**src/jsu_pkg.sv**
```systemverilog
// shared types, codes and defaults for the json string unescaper
package jsu_pkg;

    localparam int QUEUE_DEPTH = 4;

    localparam logic [2:0] ERR_NONE   = 3'd0;
    localparam logic [2:0] ERR_ESCAPE = 3'd1;
    localparam logic [2:0] ERR_HEX    = 3'd2;
    localparam logic [2:0] ERR_CTRL   = 3'd3;
    localparam logic [2:0] ERR_UNTERM = 3'd4;

    // one decoded command from the front to the back
    typedef struct packed {
        logic        is_code;  // value holds a \u code to expand as utf-8
        logic [15:0] value;    // code, or the single byte in the low bits
        logic        valid;
        logic        done;
        logic [2:0]  err;
    } jsu_cmd_t;

endpackage

```
**src/jsu_front.sv**
```systemverilog
// front end: takes body bytes, tracks escapes and emits decode commands
module jsu_front (
    input  logic             aclk,
    input  logic             aresetn,
    input  logic             s_tvalid,
    output logic             s_tready,
    input  logic [7:0]       s_tdata,   // byte_value
    input  logic             s_tlast,   // text_end
    input  logic             queue_full,
    output logic             push,
    output jsu_pkg::jsu_cmd_t push_cmd
);
    import jsu_pkg::*;

    localparam logic [1:0] MODE_PLAIN = 2'd0;
    localparam logic [1:0] MODE_ESC   = 2'd1;
    localparam logic [1:0] MODE_HEX   = 2'd2;

    logic [1:0]  mode_reg, mode_next;
    logic [1:0]  hex_cnt_reg, hex_cnt_next;
    logic [15:0] accum_reg, accum_next;
    logic        accept;
    logic [4:0]  hex_digit;  // bit 4 set when not a hex digit

    function automatic logic [4:0] hex_value(input logic [7:0] b);
        logic [4:0] r;
        r = 5'h10;
        if (b >= 8'h30 && b <= 8'h39) r = {1'b0, b[3:0]};
        else if ((b >= 8'h61 && b <= 8'h66) || (b >= 8'h41 && b <= 8'h46))
            r = {1'b0, b[3:0] + 4'd9};
        return r;
    endfunction

    assign s_tready  = !queue_full;
    assign accept    = s_tvalid && s_tready;
    assign hex_digit = hex_value(s_tdata);

    always_comb begin
        mode_next    = mode_reg;
        hex_cnt_next = hex_cnt_reg;
        accum_next   = accum_reg;
        push         = 1'b0;
        push_cmd     = '{is_code: 1'b0, value: 16'h0, valid: 1'b0, done: 1'b0,
                         err: ERR_NONE};
        if (accept) begin
            unique case (mode_reg)
                MODE_ESC: begin
                    mode_next = MODE_PLAIN;
                    push      = 1'b1;
                    push_cmd.valid = 1'b1;
                    if (s_tlast) begin
                        push_cmd.valid = 1'b0;
                        push_cmd.err   = ERR_ESCAPE;
                    end else begin
                        unique case (s_tdata) inside
                            8'h22, 8'h5C, 8'h2F: push_cmd.value = {8'h00, s_tdata};
                            8'h62: push_cmd.value = 16'h0008;
                            8'h66: push_cmd.value = 16'h000C;
                            8'h6E: push_cmd.value = 16'h000A;
                            8'h72: push_cmd.value = 16'h000D;
                            8'h74: push_cmd.value = 16'h0009;
                            8'h75: begin
                                mode_next    = MODE_HEX;
                                hex_cnt_next = 2'd0;
                                accum_next   = 16'h0;
                                push         = 1'b0;
                            end
                            default: begin
                                push_cmd.valid = 1'b0;
                                push_cmd.err   = ERR_ESCAPE;
                            end
                        endcase
                    end
                end
                MODE_HEX: begin
                    if (s_tlast || hex_digit[4]) begin
                        mode_next    = MODE_PLAIN;
                        hex_cnt_next = 2'd0;
                        accum_next   = 16'h0;
                        push         = 1'b1;
                        push_cmd.err = ERR_HEX;
                    end else if (hex_cnt_reg != 2'd3) begin
                        hex_cnt_next = hex_cnt_reg + 2'd1;
                        accum_next   = {accum_reg[11:0], hex_digit[3:0]};
                    end else begin
                        mode_next        = MODE_PLAIN;
                        hex_cnt_next     = 2'd0;
                        accum_next       = 16'h0;
                        push             = 1'b1;
                        push_cmd.is_code = 1'b1;
                        push_cmd.valid   = 1'b1;
                        push_cmd.value   = {accum_reg[11:0], hex_digit[3:0]};
                    end
                end
                default: begin
                    mode_next = MODE_PLAIN;
                    push      = 1'b1;
                    if (s_tlast) begin
                        push_cmd.err = ERR_UNTERM;
                    end else if (s_tdata == 8'h22) begin
                        hex_cnt_next  = 2'd0;
                        accum_next    = 16'h0;
                        push_cmd.done = 1'b1;
                    end else if (s_tdata == 8'h5C) begin
                        mode_next = MODE_ESC;
                        push      = 1'b0;
                    end else if (s_tdata < 8'h20) begin
                        push_cmd.err = ERR_CTRL;
                    end else begin
                        push_cmd.valid = 1'b1;
                        push_cmd.value = {8'h00, s_tdata};
                    end
                end
            endcase
        end
    end

    always_ff @(posedge aclk) begin
        if (!aresetn) begin
            mode_reg    <= MODE_PLAIN;
            hex_cnt_reg <= 2'd0;
            accum_reg   <= 16'h0;
        end else begin
            mode_reg    <= mode_next;
            hex_cnt_reg <= hex_cnt_next;
            accum_reg   <= accum_next;
        end
    end

endmodule

```
**src/jsu_queue.sv**
```systemverilog
// short command queue between the front and back ends
module jsu_queue #(
    parameter int Depth = jsu_pkg::QUEUE_DEPTH
) (
    input  logic              aclk,
    input  logic              aresetn,
    input  logic              push,
    input  jsu_pkg::jsu_cmd_t push_cmd,
    output logic              full,
    input  logic              pop,
    output jsu_pkg::jsu_cmd_t head,
    output logic              empty
);
    import jsu_pkg::*;

    localparam int PtrW = (Depth > 1) ? $clog2(Depth) : 1;
    localparam int CntW = $clog2(Depth + 1);
    localparam logic [PtrW-1:0] LastPtr = PtrW'(Depth - 1);
    localparam logic [CntW-1:0] FullCnt = CntW'(Depth);

    jsu_cmd_t        slot_reg [Depth];
    logic [PtrW-1:0] wr_ptr_reg, rd_ptr_reg;
    logic [CntW-1:0] count_reg;

    assign full  = (count_reg == FullCnt);
    assign empty = (count_reg == '0);
    assign head  = slot_reg[rd_ptr_reg];

    always_ff @(posedge aclk) begin
        if (push) slot_reg[wr_ptr_reg] <= push_cmd;
    end

    always_ff @(posedge aclk) begin
        if (!aresetn) begin
            wr_ptr_reg <= '0;
            rd_ptr_reg <= '0;
            count_reg  <= '0;
        end else begin
            if (push) wr_ptr_reg <= (wr_ptr_reg == LastPtr) ? '0 : wr_ptr_reg + 1'b1;
            if (pop)  rd_ptr_reg <= (rd_ptr_reg == LastPtr) ? '0 : rd_ptr_reg + 1'b1;
            if (push && !pop)      count_reg <= count_reg + 1'b1;
            else if (pop && !push) count_reg <= count_reg - 1'b1;
        end
    end

endmodule

```
**src/jsu_back.sv**
```systemverilog
// back end: expands commands into result transactions and holds the output register
module jsu_back (
    input  logic              aclk,
    input  logic              aresetn,
    input  jsu_pkg::jsu_cmd_t head,
    input  logic              empty,
    output logic              pop,
    output logic              m_tvalid,
    input  logic              m_tready,
    output logic [7:0]        m_tdata,
    output logic [4:0]        m_tuser,
    output logic              m_tlast
);
    import jsu_pkg::*;

    logic [1:0] phase_reg, phase_next;
    logic       m_tvalid_reg, m_tvalid_next;
    logic [7:0] m_tdata_reg;
    logic [4:0] m_tuser_reg;
    logic       m_tlast_reg;
    logic       load;
    logic [1:0] n_items;
    logic       last_item;
    logic [7:0] item_byte;

    assign load = !empty && (!m_tvalid_reg || m_tready);

    always_comb begin
        if (!head.is_code || head.value <= 16'h007F) n_items = 2'd1;
        else if (head.value <= 16'h07FF)             n_items = 2'd2;
        else                                         n_items = 2'd3;
    end

    assign last_item = (phase_reg == n_items - 2'd1);

    always_comb begin
        item_byte = head.value[7:0];
        if (head.is_code) begin
            case (n_items)
                2'd2: item_byte = (phase_reg == 2'd0) ? (8'hC0 | {3'b000, head.value[10:6]})
                                                      : (8'h80 | {2'b00, head.value[5:0]});
                2'd3: begin
                    case (phase_reg)
                        2'd0:    item_byte = 8'hE0 | {4'h0, head.value[15:12]};
                        2'd1:    item_byte = 8'h80 | {2'b00, head.value[11:6]};
                        default: item_byte = 8'h80 | {2'b00, head.value[5:0]};
                    endcase
                end
                default: item_byte = head.value[7:0];
            endcase
        end
    end

    assign pop           = load && last_item;
    assign phase_next    = load ? (last_item ? 2'd0 : phase_reg + 2'd1) : phase_reg;
    assign m_tvalid_next = load ? 1'b1 : (m_tready ? 1'b0 : m_tvalid_reg);

    always_ff @(posedge aclk) begin
        if (!aresetn) begin
            phase_reg    <= 2'd0;
            m_tvalid_reg <= 1'b0;
        end else begin
            phase_reg    <= phase_next;
            m_tvalid_reg <= m_tvalid_next;
        end
    end

    always_ff @(posedge aclk) begin
        if (load) begin
            m_tdata_reg <= item_byte;
            m_tuser_reg <= {head.err, head.done, head.valid};
            m_tlast_reg <= last_item;
        end
    end

    assign m_tvalid = m_tvalid_reg;
    assign m_tdata  = m_tdata_reg;
    assign m_tuser  = m_tuser_reg;
    assign m_tlast  = m_tlast_reg;

endmodule

```
**src/json_string_unescape_utf8.sv**
```systemverilog
// top level of the json string unescaper with utf-8 output
//
//  channel | dir | tdata            | tuser                          | tlast
//  s_      | in  | byte_value       | -                              | text_end
//  m_      | out | out_byte         | out_valid, done_res, error_code | last
//
// one input transaction per cycle while the command queue has space
// a \u code drains as one to three output transactions, one per cycle while m_tready is high
// input reaches the output through the queue entry, then the output register
// aresetn clears the decode state, the queue pointers and count, and the output valid flag
// a stall on m_ fills the queue, then s_tready drops
module json_string_unescape_utf8 #(
    parameter int QueueDepth = jsu_pkg::QUEUE_DEPTH
) (
    input  logic       aclk,
    input  logic       aresetn,
    input  logic       s_tvalid,
    output logic       s_tready,
    input  logic [7:0] s_tdata,   // [7:0] byte_value
    input  logic       s_tlast,   // text_end
    output logic       m_tvalid,
    input  logic       m_tready,
    output logic [7:0] m_tdata,   // [7:0] out_byte
    output logic [4:0] m_tuser,   // [0] out_valid, [1] done_res, [4:2] error_code
    output logic       m_tlast    // last
);
    import jsu_pkg::*;

    logic     queue_full, queue_empty, push, pop;
    jsu_cmd_t push_cmd, head;

    jsu_front u_front (
        .aclk       (aclk),
        .aresetn    (aresetn),
        .s_tvalid   (s_tvalid),
        .s_tready   (s_tready),
        .s_tdata    (s_tdata),
        .s_tlast    (s_tlast),
        .queue_full (queue_full),
        .push       (push),
        .push_cmd   (push_cmd)
    );

    jsu_queue #(.Depth(QueueDepth)) u_queue (
        .aclk     (aclk),
        .aresetn  (aresetn),
        .push     (push),
        .push_cmd (push_cmd),
        .full     (queue_full),
        .pop      (pop),
        .head     (head),
        .empty    (queue_empty)
    );

    jsu_back u_back (
        .aclk     (aclk),
        .aresetn  (aresetn),
        .head     (head),
        .empty    (queue_empty),
        .pop      (pop),
        .m_tvalid (m_tvalid),
        .m_tready (m_tready),
        .m_tdata  (m_tdata),
        .m_tuser  (m_tuser),
        .m_tlast  (m_tlast)
    );

endmodule

```
**config.mk**
```make
export PLATFORM = sky130hd
export DESIGN_NAME = json_string_unescape_utf8
export DESIGN_NICKNAME = d
export VERILOG_FILES = /design/src/jsu_pkg.sv /design/src/jsu_front.sv /design/src/jsu_queue.sv /design/src/jsu_back.sv /design/src/json_string_unescape_utf8.sv
export SDC_FILE = /design/constraint.sdc
export NUM_CORES = 1
export LEC_CHECK = 0
export ABC_AREA = 1
export BUFFER_PORTS_ARGS = -buffer_cell sky130_fd_sc_hd__buf_4
export CAP_MARGIN = 10
export CORE_MARGIN = 2
export CORE_UTILIZATION = 40
export CTS_CLUSTER_SIZE = 28
export DETAILED_ROUTE_END_ITERATION = 16
export SLEW_MARGIN = 20
export SYNTH_ARGS = -nofsm -noshare
export SYNTH_HDL_FRONTEND = slang
export SYNTH_SLANG_ARGS = --single-unit
```
**constraint.sdc**
```tcl
create_clock -name aclk -period 4.6 [get_ports aclk]
set_clock_uncertainty 0.2 [all_clocks]
set_input_delay 0.92 -clock aclk [delete_from_list [all_inputs] [get_ports aclk]]
set_output_delay 0.92 -clock aclk [all_outputs]
set_load 0.005 [all_outputs]
```
# Word level (Yosys, flattened, before mapping)
# Memory sizes are Yosys's and may differ from the RTL's. A register that Yosys moved wholly into a read port is not among the register bits.
# Index checks and enable logic that the tools add are counted.
# classes
add_sub_neg,8
order_cmp,9
n_eq_ne,23
mux,73
reduce_logical,28
# op_table
cell,n
$mux W12,6
$eq A8 B7 Y1 const B,7
$mux W18,3
$pmux W8 S6,1
$mux W2,20
$pmux W17 S2,1
$pmux W12 S2,1
$mux W22,1
$mux W1,20
$mux W3,6
$mux W9,2
$mux W17,1
$eq A8 B6 Y1 const B,2
$ge A8 B7 Y1 const B,2
$le A16 B11 Y1 const B,1
$le A16 B7 Y1 const B,1
$le A8 B7 Y1 const B,2
$mux W8,2
$pmux W8 S2,1
$pmux W7 S2,1
$eq A2 B2 Y1 const B,5
$mux W5,2
$reduce_or A9 Y1,1
$add A2 B1 Y2 const B,4
other kinds (28),48
# word_totals
reg_bits,40
ramBits,88
in_bits,13
out_inout_bits,16
elab_cells,153
memories,1
# memory_table
name,words,word_bits,rd,rd_clocked_by_memory_dff,wr,line_no,rtl
u_queue.slot_reg,4,22,1,1,1,jsu_queue.sv:21,jsu_cmd_t slot_reg [Depth];

# Depth between registers and ports, before layout
# Gate-level depths: netlist of run 1.
# logic_depth
depth_word,13
depth_mapped,20
depth_no_buf,18

# Modules after synthesis
# From an unflattened synthesis of run 1, not the netlist that was laid out.
# unflattened
cells_unflattened,635
area_unflattened_um2,6327.3
# modules_own_cells
mod,n_inst,cells_per_inst,area_per_inst_um2,seq_area_each_um2
jsu_queue,1,272,3752.3,2822.7
jsu_front,1,259,1605.3,320.3
jsu_back,1,104,969.7,480.5

# Least setup slack after synthesis of run 1
# OpenSTA, ideal clock, no wires.
# synth_path
path_kind,in2reg
startpoint,input port s_tdata[0]
endpoint,"memory u_queue.slot_reg[0][0] (netlist name), enable pin"
setup_ps,401
arrival_ps,2917
required_time_ps,3999
setup_slack_ps,1083
path_stages,9
n_path_buf,0
cell_sequence,inv_1 ha_1 nand2_1 o2111ai_1 nand3_1 nand2_1 nand3_1 nand3_2 nor2_1
# synth_between
elab_chain_cells,11
elab_cells_between_ends,26
classes_between,order compare (6); eq/ne (3); mux (12); reduce/logical (5)
# synth_lines
item,line_no,rtl
"start, declared",json_string_unescape_utf8.sv:19,"input logic [7:0] s_tdata,"
$ge A8 B7 Y1 / $le A8 B7 Y1 (equally long branches),jsu_front.sv:29,else if ((b >= 8'h61 && b <= 8'h66) || (b >= 8'h41 && b <= 8'h46))
$logic_and A1 B1 Y1,jsu_front.sv:29,
$logic_or A1 B1 Y1,jsu_front.sv:29,
$mux W5,jsu_front.sv:29,
$mux W5,jsu_front.sv:28,"if (b >= 8'h30 && b <= 8'h39) r = {1'b0, b[3:0]};"
$logic_or A1 B1 Y1,jsu_front.sv:76,if (s_tlast || hex_digit[4]) begin
$mux W1,jsu_front.sv:76,
$pmux W1 S2 (*),jsu_front.sv:46,unique case (mode_reg)
$mux W1 (*),jsu_front.sv:45,if (accept) begin
$mux W1 (*),jsu_queue.sv:30,if (push) slot_reg[wr_ptr_reg] <= push_cmd;
$mux W1 (not written as such) (*),jsu_queue.sv:30,
"end, declared",jsu_queue.sv:21,
# Mark *: on every way between the ends. The rest lies on a longest branch, timed or not.

# Worst setup path in the final report of run 1
# layout_path
startpoint,input port s_tdata[0]
endpoint,register u_queue.count_reg[2]
# layout_between
elab_chain_cells,12
elab_cells_between_ends,29
classes_between,order compare (6); eq/ne (3); mux (11); reduce/logical (9)
# layout_lines
item,line_no,rtl
$ge A8 B7 Y1 / $le A8 B7 Y1 (equally long branches),jsu_front.sv:29,
$logic_and A1 B1 Y1,jsu_front.sv:29,
$logic_or A1 B1 Y1,jsu_front.sv:29,
$mux W5,jsu_front.sv:29,
$mux W5,jsu_front.sv:28,
$logic_or A1 B1 Y1,jsu_front.sv:76,
$mux W1,jsu_front.sv:76,
$pmux W1 S2 (*),jsu_front.sv:46,
$mux W1 (*),jsu_front.sv:45,
via push,json_string_unescape_utf8.sv:29,"logic queue_full, queue_empty, push, pop;"
$logic_not A1 Y1,jsu_queue.sv:42,else if (pop && !push) count_reg <= count_reg - 1'b1;
$logic_and A1 B1 Y1,jsu_queue.sv:42,
$reduce_bool A2 Y1 (no source line),--,
"end signal, assigned",jsu_queue.sv:41,if (push && !pop) count_reg <= count_reg + 1'b1;
"end signal, assigned",jsu_queue.sv:42,
"end, declared",jsu_queue.sv:23,logic [CntW-1:0] count_reg;
# Mark *: on every way through the listed nets, which the timed path passes. The rest lies on a longest branch.
# A chain may end at the register's enable or synchronous reset.

==> results of run 1 <==
-- synth_stat cells, types with 2 or more instances --
master	count
o21a_1	2
nand2_2	8
xor2_1	3
a21oi_1	38
o211ai_1	5
edfxtp_1	102
nand3_4	2
o31ai_1	2
o221ai_1	2
nand4_1	5
nor4_1	2
o21ai_2	2
buf_2	3
dfxtp_1	28
and3_1	8
buf_4	2
nand3_2	5
buf_6	4
nor3_1	3
clkbuf_1	13
nand2_1	152
a31oi_1	4
o21ai_0	45
ha_1	15
o22ai_1	10
nand3_1	49
inv_1	66
nor2_1	54
nor2_2	2
-- power by group through the flow --
stage	Combinational, uW	Sequential, uW	Clock (uW)
after floorplan	710	1580	0
after global routing	1210	1570	1360
final	1070	1550	1280
after detailed placement	1070	1580	0
after global placement	1060	1580	0
after CTS	1070	1560	1310
-- worst max-delay path, stage by stage --
cell and delay, ns:
buf_4 0.11, inv_1 0.10, ha_1 0.29, nand2_1 0.09
o2111ai_1 0.10, nand3_1 0.13, nand2_1 0.12, nand3_1 0.21
nand3_2 0.24, inv_1 0.11, ha_1 0.15, inv_1 0.07
fa_1 0.44, a21oi_1 0.14, o21ai_0 0.11, o21ai_0 0.15
a21oi_1 0.06
-- cells by family (layout without fill, tap and decap cells) --
logic type               Yosys count  count (layout)  share of synthesized area (%)
AND/OR/NAND/NOR                  293             293                           20.9
flip-flops                       130             130                           58.4
adder cells (fa/ha/maj)           16              16                           3.35
AO/OA/AOI/OAI                    117             117                           10.7
buffers and inverters             91             136                           6.21
XOR/XNOR                           3               3                          0.423
-- path summary, 6_finish.rpt --
path,endpoint,slack [ns],depth (start not counted)
worst min register to register,u_front.accum_reg[11],0.26,2
worst max register to register,u_queue.count_reg[2],1.20,16
worst max-delay path,u_queue.count_reg[2],1.16,17
worst min-delay path,u_front.accum_reg[11],0.26,2
-- per-stage QoR --
step / area [um^2] / utilization (%)
2_1_floorplan: 6210 / -
3_3_place_gp: 6600 / 43.4
3_5_place_dp: 6600 / 43.4
4_1_cts: 7170 / 47.1
5_1_grt: 7170 / 47.1
6_report: 7170 / 47.1
-- area by class of cell --
| type | instances | area, um^2 |
|---|---|---|
| clock buffers | 17 | 425 |
| repair buffers | 35 | 263 |
| multi-input cells | 429 | 2220 |
| flip-flops and latches | 130 | 3620 |
| fillers | 1430 | 8040 |
| well taps | 188 | 235 |
| clock inverters | 15 | 143 |
| inverters | 69 | 262 |
-- placed cells by master (no fill, tap or decap), types with 6 or more instances in the layout --
cell,netlist,final
clkbuf_16,0,17
nand2_1,152,152
o22ai_1,10,10
nor2_1,54,50
a21oi_1,38,38
ha_1,15,15
nor2_2,2,6
nand2_2,8,8
nand3_1,49,49
buf_4,2,35
edfxtp_1,102,102
dfxtp_1,28,28
and3_1,8,8
inv_1,66,66
o21ai_0,45,45
-- layer usage --
metal | GRT usage (%) | share of wire, %
met5 | 0 | 0
met4 | 9.53 | 2.1
met3 | 3.66 | 4.4
met2 | 31.1 | 48
met1 | 22.6 | 45
==> impl_metrics.toml, run 1 <==
[grt]
antenna_found_initial = 0
grt_pass1_vias = 4662
grt_usage_pct = 18.4
grt_max_degree = 45
grt_overflow_total = 0
grt_pass1_wl_um = 23200

[routing]
wire_per_inst_um = 16.0
dr.pass1.iters = 5
ant_nets = 0
vias = 4641
viasPerCell = 5.26
routed_wl_um = 14100
drc = 0
drtIter0Drc = 353

[min_path]
min_from = "u_front.accum_reg[11]"
hold_class = "flip-flop to flip-flop"

[clocking]
clk_pin_slew_ns = 0.06
postCtsHoldBufs = 0
cts_sinks = 130
postCtsSetupBuffers = 0
cts_buffers = 17
htreeDepth = 4
ctsLongestPathBuffers = 2
cts_tree = "yes"
clk_latency_ns = 0.42
root_buffer = "clkbuf_16"
cts_resized = 0

[timing]
tightest_slew_ns = 0.869
slew_violations = 0
hold_violations = 0
setup_viol = 0
fin_crit_sh_pct = 74.8
max_slew_margin_pct = 42.0
setup_ws_ns = 1.16
layout_min_cycle_time_ns = 3.44
finalSetupTns_ns = 0
fmax_mhz = 290
holdWs_ns = 0.262
rsz0062_at_grt = "false"

[power_and_ir_drop]
power.total_uw = 3900
ir_worst_vdd_uv = 300
p_switching_uw = 1250
power_frac_seq_pct = 39.9
powerDensity_nw_per_um2 = 544
power_frac_comb_pct = 27.3
clkPwrFrac_pct = 32.8
leakage_uw = 0.00282
swShare_pct = 32.0
p_int_uw = 2650

[worst_setup_path]
end_kind = "flip-flop"
cp.arrival_ns = 3.54
worst-path-max-fanout = 9
worst_ep_required_time_ns = 4.70
startpoint_type = "input port"
path_class = "input port to flip-flop"
crit_start = "s_tdata[0]"

[finish]
stdcell_count = 883
largest_register_ffs = 88
fin_nets = 711
insertedDiodeCount = 0
layout-drive-gt1-share_pct = 13.5
syn2layout_area_growth_pct = 15.4

[synthesis]
syn_inst = 650
ys.flop_type = "edfxtp_1"
syn-num-nets = 679
netlist_area_um2 = 6210
avgSynthCellArea_um2 = 9.55
synth-seq-cells = 130
synth_edf_count = 102
yosys.cell_types.count = 43
synth_top_cell_area_share_pct = 49.3
yosys_warnings = 0
synth-seq-area-share_pct = 58.4
async_flop_share_pct = 0
synth_top_cells_by_area = "edfxtp_1 (49%), nand2_1 (9.2%), dfxtp_1 (9.0%)"
synth_top_cell_by_area = "edfxtp_1"

[floorplan]
initial_core_util_pct = 40.8
coreArea_um2 = 15200
boundaryPins = 29
dieWidth_um = 129
rows = 45
die_area_um2 = 16500
dieHeight_um = 129

[placed_design]
pre_cts_slack_ns = 0.751
place_hpwl_um = 9490
portBuffers = 28
gp_congestion = 0.873
dp_cells = 851

[run]
drv_cap = 0

[run_status]
status = "completed"
(Power assumes the default switching activity.)
==> run 2, diff against run 1 <==
--- a/config.mk
+++ b/config.mk
@@ -5,7 +5,7 @@
 export SDC_FILE = /design/constraint.sdc
 export NUM_CORES = 1
 export LEC_CHECK = 0
-export ABC_AREA = 1
+export ABC_AREA = 0
 export BUFFER_PORTS_ARGS = -buffer_cell sky130_fd_sc_hd__buf_4
 export CAP_MARGIN = 10
 export CORE_MARGIN = 2
==> constraint.sdc (replaced) <==
create_clock -name aclk -period 2.9 [get_ports aclk]
set_clock_uncertainty 0.2 [all_clocks]
set_input_delay 0.58 -clock aclk [delete_from_list [all_inputs] [get_ports aclk]]
set_output_delay 0.58 -clock aclk [all_outputs]
set_load 0.005 [all_outputs]
==> run 2 against run 1 <==
- the run now ends with negative setup slack left
- global-route usage down 0.49 points
- total power up 70%
- die area down 4.7%
- combinational power up 99%
- count of clock-buffer cells in the layout up 1
- design area up 10%
- highest routed layer unchanged
==> impl_metrics.toml, run 2 <==
[floorplan]
dieWidth_um = 126
rows = 44
dieHeight_um = 126
initial_core_util_pct = 40.8
boundaryPins = 29
die_area_um2 = 15800
coreArea_um2 = 14500

[worst_setup_path]
critical_path.cell_chain = "buf_4 -> mux4_2 -> or4_4 -> o31a_1 -> or3_4 -> a21boi_4 -> inv_2 -> ha_4 -> inv_2 -> fa_2 -> xor2_1 -> or3_1 -> a21oi_2"
cp_common_cell = "inv_2"
path_depth = 13
cp_slowest_cell = "or4_4"
critical_path_buf_inv_count = 3
path_class = "flip-flop to flip-flop"
crit_end = "u_queue.count_reg[2]"
r2r_cells = 13
startpoint_type = "flip-flop"
worst-path-max-fanout = 6
worst_ep_required_time_ns = 3.04
end_kind = "flip-flop"
cp.arrival_ns = 3.78
crit_family = "simple AND/OR/NAND/NOR gates"
rrSetupSlack_ns = -0.75
worstReg2RegEnd = "u_queue.count_reg[2]"
cp_slowest_stage_delay_ns = 0.53

[timing]
slew_violations = 0
setup_viol = 10
hold_violations = 0
fin_crit_sh_pct = 126
tightest_slew_ns = 0.632
rsz0062_at_grt = "true"
layout_min_cycle_time_ns = 3.65
setup_ws_ns = -0.747
fmax_mhz = 274
max_slew_margin_pct = 57.9

[routing]
dr.pass1.iters = 4
vias = 4065
viasPerCell = 5.41
ant_nets = 0
wire_per_inst_um = 18.5
drc = 0
drtIter0Drc = 334
routed_wl_um = 13900

[synthesis]
synth-seq-cells = 130
synth-seq-area-share_pct = 61.4
syn-num-nets = 454
yosys.cell_types.count = 63
synth_top_cells_by_area = "edfxtp_1 (52%), dfxtp_1 (9.5%), mux4_2 (5.3%)"
syn_inst = 425
synth_edf_count = 102
yosys_warnings = 0
avgSynthCellArea_um2 = 13.9
synthTopCellsByCount = "edfxtp_1 (102), dfxtp_1 (28), nor2_1 (28), nand2_1 (25), inv_1 (20)"
netlist_area_um2 = 5910
synth_top_cell_by_area = "edfxtp_1"
ys.flop_type = "edfxtp_1"
async_flop_share_pct = 0
yosysMostFrequentCell = "edfxtp_1"
synth_top_cell_area_share_pct = 51.9

[finish]
final_cell_mix = "buf_4 (115), edfxtp_1 (102), dfxtp_1 (27)"
insertedDiodeCount = 0
layout-drive-gt1-share_pct = 38.9
fin_nets = 585
multi_input_area_um2 = 2340
final_common_cell = "buf_4"
fillerInstances = 1165
largest_register_ffs = 88
stdcell_count = 752
fin_area_um2 = 7920
syn2layout_area_growth_pct = 34.1
final-seq-area_um2 = 3630

[placed_design]
gp_congestion = 0.916
place_hpwl_um = 9730
portBuffers = 28
dp_cells = 703
placed_area_um2 = 7080

[clocking]
postCtsHoldBufs = 0
cts_sinks = 130
ctsLongestPathBuffers = 2
cts_tree = "yes"
cts_buffers = 17
htreeDepth = 4
clk_latency_ns = 0.40
clk_pin_slew_ns = 0.05
root_buffer = "clkbuf_16"

[grt]
grt_usage_pct = 17.9
antenna_found_initial = 0
grt_overflow_total = 0
grt_pass1_vias = 4078
grt_pass1_wl_um = 21700
grt_max_degree = 21

[power_and_ir_drop]
leakage_uw = 0.00300
power.total_uw = 6650
powerDensity_nw_per_um2 = 840
ir_worst_vdd_uv = 445

[run_status]
status = "finished with violations"
violations = "negative setup slack"

[min_path]
hold_class = "input port to flip-flop"

[run]
drv_cap = 0
## run 2: cell count changes after synthesis, sizes merged, moves of 13 or more
cell / delta
a22o: +13
inv: -48
mux4: +22
nand3: -50
nand2: -135
nor2: -29
and2: +14
o21ai: -41
a21oi: -23
## run 2: logic make-up (layout without fill, tap and decap cells)
| logic type | after synthesis | count (layout) | share of synthesized area [%] |
|---|---|---|---|
| multiplexers | 29 | 29 | 10.1 |
| AND/OR/NAND/NOR | 121 | 121 | 11.0 |
| AO/OA/AOI/OAI | 88 | 88 | 10.9 |
| adder cells (fa/ha/maj) | 16 | 16 | 3.52 |
| flip-flops | 130 | 130 | 61.4 |
| XOR/XNOR | 4 | 4 | 0.593 |
| buffers and inverters | 37 | 180 | 2.50 |
## run 2: area by class of cell
class | instances | share of cell area, %
Clock buffer | 18 | 5.42
Clock inverter | 13 | 1.82
Inverter | 20 | 0.980
Multi-Input combinational cell | 258 | 29.5
Sequential cell | 130 | 45.8
Tap cell | 184 | 2.91
Timing Repair Buffer | 129 | 13.6
## run 2: what timing repair did
| action | 4_1_cts | 5_1_grt |
|---|---|---|
| setup endpoints to repair | 23 | 58 |
| pin swaps | 3 | 11 |
| cloned | 0 | 0 |
| gates resized for setup | 17 | 20 |
| setup buffers | 10 | 8 |
## run 2: how the worst min path moves through the flow
stage / start / to / slack, ns / depth (start not counted)
after floorplan: u_front.accum_reg[10] / u_front.accum_reg[10] / 0.24 / 1
after global placement: u_front.accum_reg[11] / u_front.accum_reg[11] / 0.25 / 1
after detailed placement: u_front.accum_reg[9] / u_front.accum_reg[9] / 0.26 / 1
after CTS: m_tready / u_back.m_tvalid / 0.24 / 4
after global routing: m_tready / u_back.m_tvalid / 0.28 / 4
final: m_tready / u_back.m_tvalid / 0.26 / 4
## run 2: tightest hold or removal path, delay by kind of cell
kind | cells | cell delay [ns]
buffers and inverters | 2 | 0.12
AOI/OAI and AO/OA | 1 | 0.05
and+or+nand+nor | 1 | 0.06
## run 2: power by group
group | leakage [uW] | switching, uW | total (uW) | internal (uW)
sequential | 0.00117 | 110 | 2470 | 2360
combinational | 0.00154 | 999 | 2130 | 1130
clock | 0.000284 | 723 | 2050 | 1330
## run 2: per-stage QoR
stage	hold slack, ns	setup TNS, ns	setup slack [ns]	util [%]
final	0.261	-4.68	-0.747	54.7
after detailed placement	0.257	-41.60	-0.840	48.9
after floorplan	0.241	-2.15	-0.727	-
after global routing	0.276	-5.57	-0.869	54.7
after global placement	0.254	-34.21	-0.767	48.9
after CTS	0.241	-3.56	-0.747	53.7
## run 2: per-layer routing
metal  vias to the layer above  track usage (%)  share of wire (%)
li1                       1929                -                  -
met1                      2010             22.1                 42
met2                       104             30.7                 52
met3                        22             4.02                3.4
met4                         0             7.19                2.2
met5                         -                0                  0
==> run 3, diff against run 2 <==
--- a/config.mk
+++ b/config.mk
@@ -12,6 +12,7 @@
 export CORE_UTILIZATION = 40
 export CTS_CLUSTER_SIZE = 28
 export DETAILED_ROUTE_END_ITERATION = 16
+export PLACE_DENSITY = 0.69
 export SLEW_MARGIN = 20
 export SYNTH_ARGS = -nofsm -noshare
 export SYNTH_HDL_FRONTEND = slang
==> run 3 against run 2 <==
- worst setup slack better by 0.021 ns
- critical path depth stayed put
- die area stayed put
- routed wire length is 3.5% lower
- count of clock-buffer cells in the layout is 1 lower
- sequential share of layout area is 0.64 points higher
- design area is 1.4% lower
- highest routed layer unchanged
- clock power hardly changed
- first-iteration DRC count is 7.8% higher
- the flow still finishes with violations (negative setup slack)
- worst hold slack worse by 0.021 ns
- critical path type unchanged
- fmax is 0.59% higher
- register-to-register slack better by 0.02 ns
==> impl_metrics.toml, run 3 (synthesis gave the netlist of run 2 again) <==
[floorplan]
dieHeight_um = 126
die_area_um2 = 15800
boundaryPins = 29
rows = 44
dieWidth_um = 126
coreArea_um2 = 14500
initial_core_util_pct = 40.8

[worst_setup_path]
startpoint_type = "flip-flop"
path_class = "flip-flop to flip-flop"
critical_path.cell_chain = "buf_6 -> mux4_2 -> or4_4 -> o31a_1 -> or3_4 -> a21boi_4 -> inv_2 -> ha_4 -> inv_2 -> fa_2 -> xor2_1 -> or3_1 -> a21oi_1"
cp_slowest_cell = "mux4_2"
worst-path-max-fanout = 5
cp.arrival_ns = 3.78
end_kind = "flip-flop"
rrSetupSlack_ns = -0.73
cp_slowest_stage_delay_ns = 0.51
worst_ep_required_time_ns = 3.06
cp_common_cell = "inv_2"

[clocking]
htreeDepth = 4
postCtsHoldBufs = 0
ctsLongestPathBuffers = 2
cts_buffers = 17
clk_pin_slew_ns = 0.06
clk_latency_ns = 0.43
cts_sinks = 130
cts_tree = "yes"
root_buffer = "clkbuf_16"

[placed_design]
gp_congestion = 0.871
portBuffers = 28
place_hpwl_um = 9750

[grt]
antenna_found_initial = 0
grt_pass1_vias = 4099
grt_pass1_wl_um = 21400
grt_overflow_total = 0
grt_usage_pct = 17.8
grt_max_degree = 23

[power_and_ir_drop]
power.total_uw = 6520
leakage_uw = 0.00292
ir_worst_vdd_uv = 501
powerDensity_nw_per_um2 = 835

[routing]
routed_wl_um = 13400
wire_per_inst_um = 18.1
drt-met1-wl_um = 5620
drtIter0Drc = 360
dr.pass1.iters = 5
highest_layer = "met4"
drc = 0
ant_nets = 0
vias = 4038
viasPerCell = 5.45
met3_length_um = 560
wl_met2_um = 7060

[finish]
fin_nets = 573
layout-drive-gt1-share_pct = 35.9
multi_input_area_um2 = 2290
final_common_cell = "buf_4"
insertedDiodeCount = 0
syn2layout_area_growth_pct = 32.2
fin_util_pct = 53.9
final_cell_mix = "buf_4 (103), edfxtp_1 (102), dfxtp_1 (27)"
largest_register_ffs = 88
fillerInstances = 1167
final-seq-area_um2 = 3630

[timing]
hold_violations = 0
slew_violations = 0
layout_min_cycle_time_ns = 3.63
rsz0062_at_grt = "true"
fmax_mhz = 276
setup_ws_ns = -0.725
fin_crit_sh_pct = 125
max_slew_margin_pct = 46.6
setup_viol = 7
tightest_slew_ns = 0.798

[run_status]
violations = "negative setup slack"
status = "finished with violations"

[run]
drv_cap = 0

[min_path]
hold_class = "input port to flip-flop"
==> run 3: cell count changes in the layout (fill, tap and decap cells not counted), sizes merged <==
cell	delta
clkinvlp	+3
clkinv	-2
bufinv	-1
inv	+2
buf	-12
clkbuf	-1
==> run 3: final timing paths <==
check / start / end / depth (start not counted)
worst max-delay path: flip-flop / u_queue.count_reg[2] / 13
worst min-delay path: m_tready / u_back.m_tvalid / 4
worst max register to register: flip-flop / u_queue.count_reg[2] / 13
worst min register to register: u_front.hex_cnt_reg[1] / u_front.hex_cnt_reg[1] / 2
==> run 3: metrics by stage <==
| step | setup TNS, ns | setup slack, ns | cell area [um^2] | instances | hold WS [ns] |
|---|---|---|---|---|---|
| after floorplan | -2.15 | -0.727 | 6010 | 425 | 0.241 |
| after global placement | -33.54 | -0.652 | 7140 | 705 | 0.258 |
| after detailed placement | -41.52 | -0.764 | 7140 | 705 | 0.260 |
| after CTS | -2.68 | -0.742 | 7780 | 739 | 0.237 |
| after global routing | -3.45 | -0.811 | 7810 | 741 | 0.252 |
| final | -2.65 | -0.725 | 7810 | 741 | 0.240 |
==> run 3: power by group <==
part	switching, uW	total (uW)	internal, uW
registers	110	2470	2360
clock network	784	2040	1250
logic	961	2010	1050
==> run 3: area by class of cell <==
type	instances	area share (%)
inverter	20	0.961
tap	184	2.95
multi-input combinational	258	29.3
clock buffer	17	5.45
clock inverter	15	1.81
timing repair buffer	117	13.0
sequential	130	46.5
==> run 3: routing by layer <==
metal | vias up | track usage [%]
li1 | 1911 | -
met1 | 2018 | 21.6
met2 | 90 | 30.5
met3 | 19 | 5.22
met4 | 0 | 5.62
met5 | - | 0
==> run 3: critical path: cells and delay by family (launching register included) <==
family | cells | cell delay, ns
buffers and inverters | 3 | 0.24
xor gates and xnor gates | 1 | 0.08
muxes | 1 | 0.51
AOI/OAI and AO/OA | 3 | 0.59
and+or+nand+nor | 3 | 1.23
adders and majority gates | 2 | 0.34
DFF | 1 | 0.39
==> run 3: repair_timing <==
action | in CTS | in global routing
pin swaps | 2 | 4
setup endpoints to repair | 47 | 27
setup buffers | 2 | 2
resized for setup | 16 | 3
gates cloned | 0 | 0
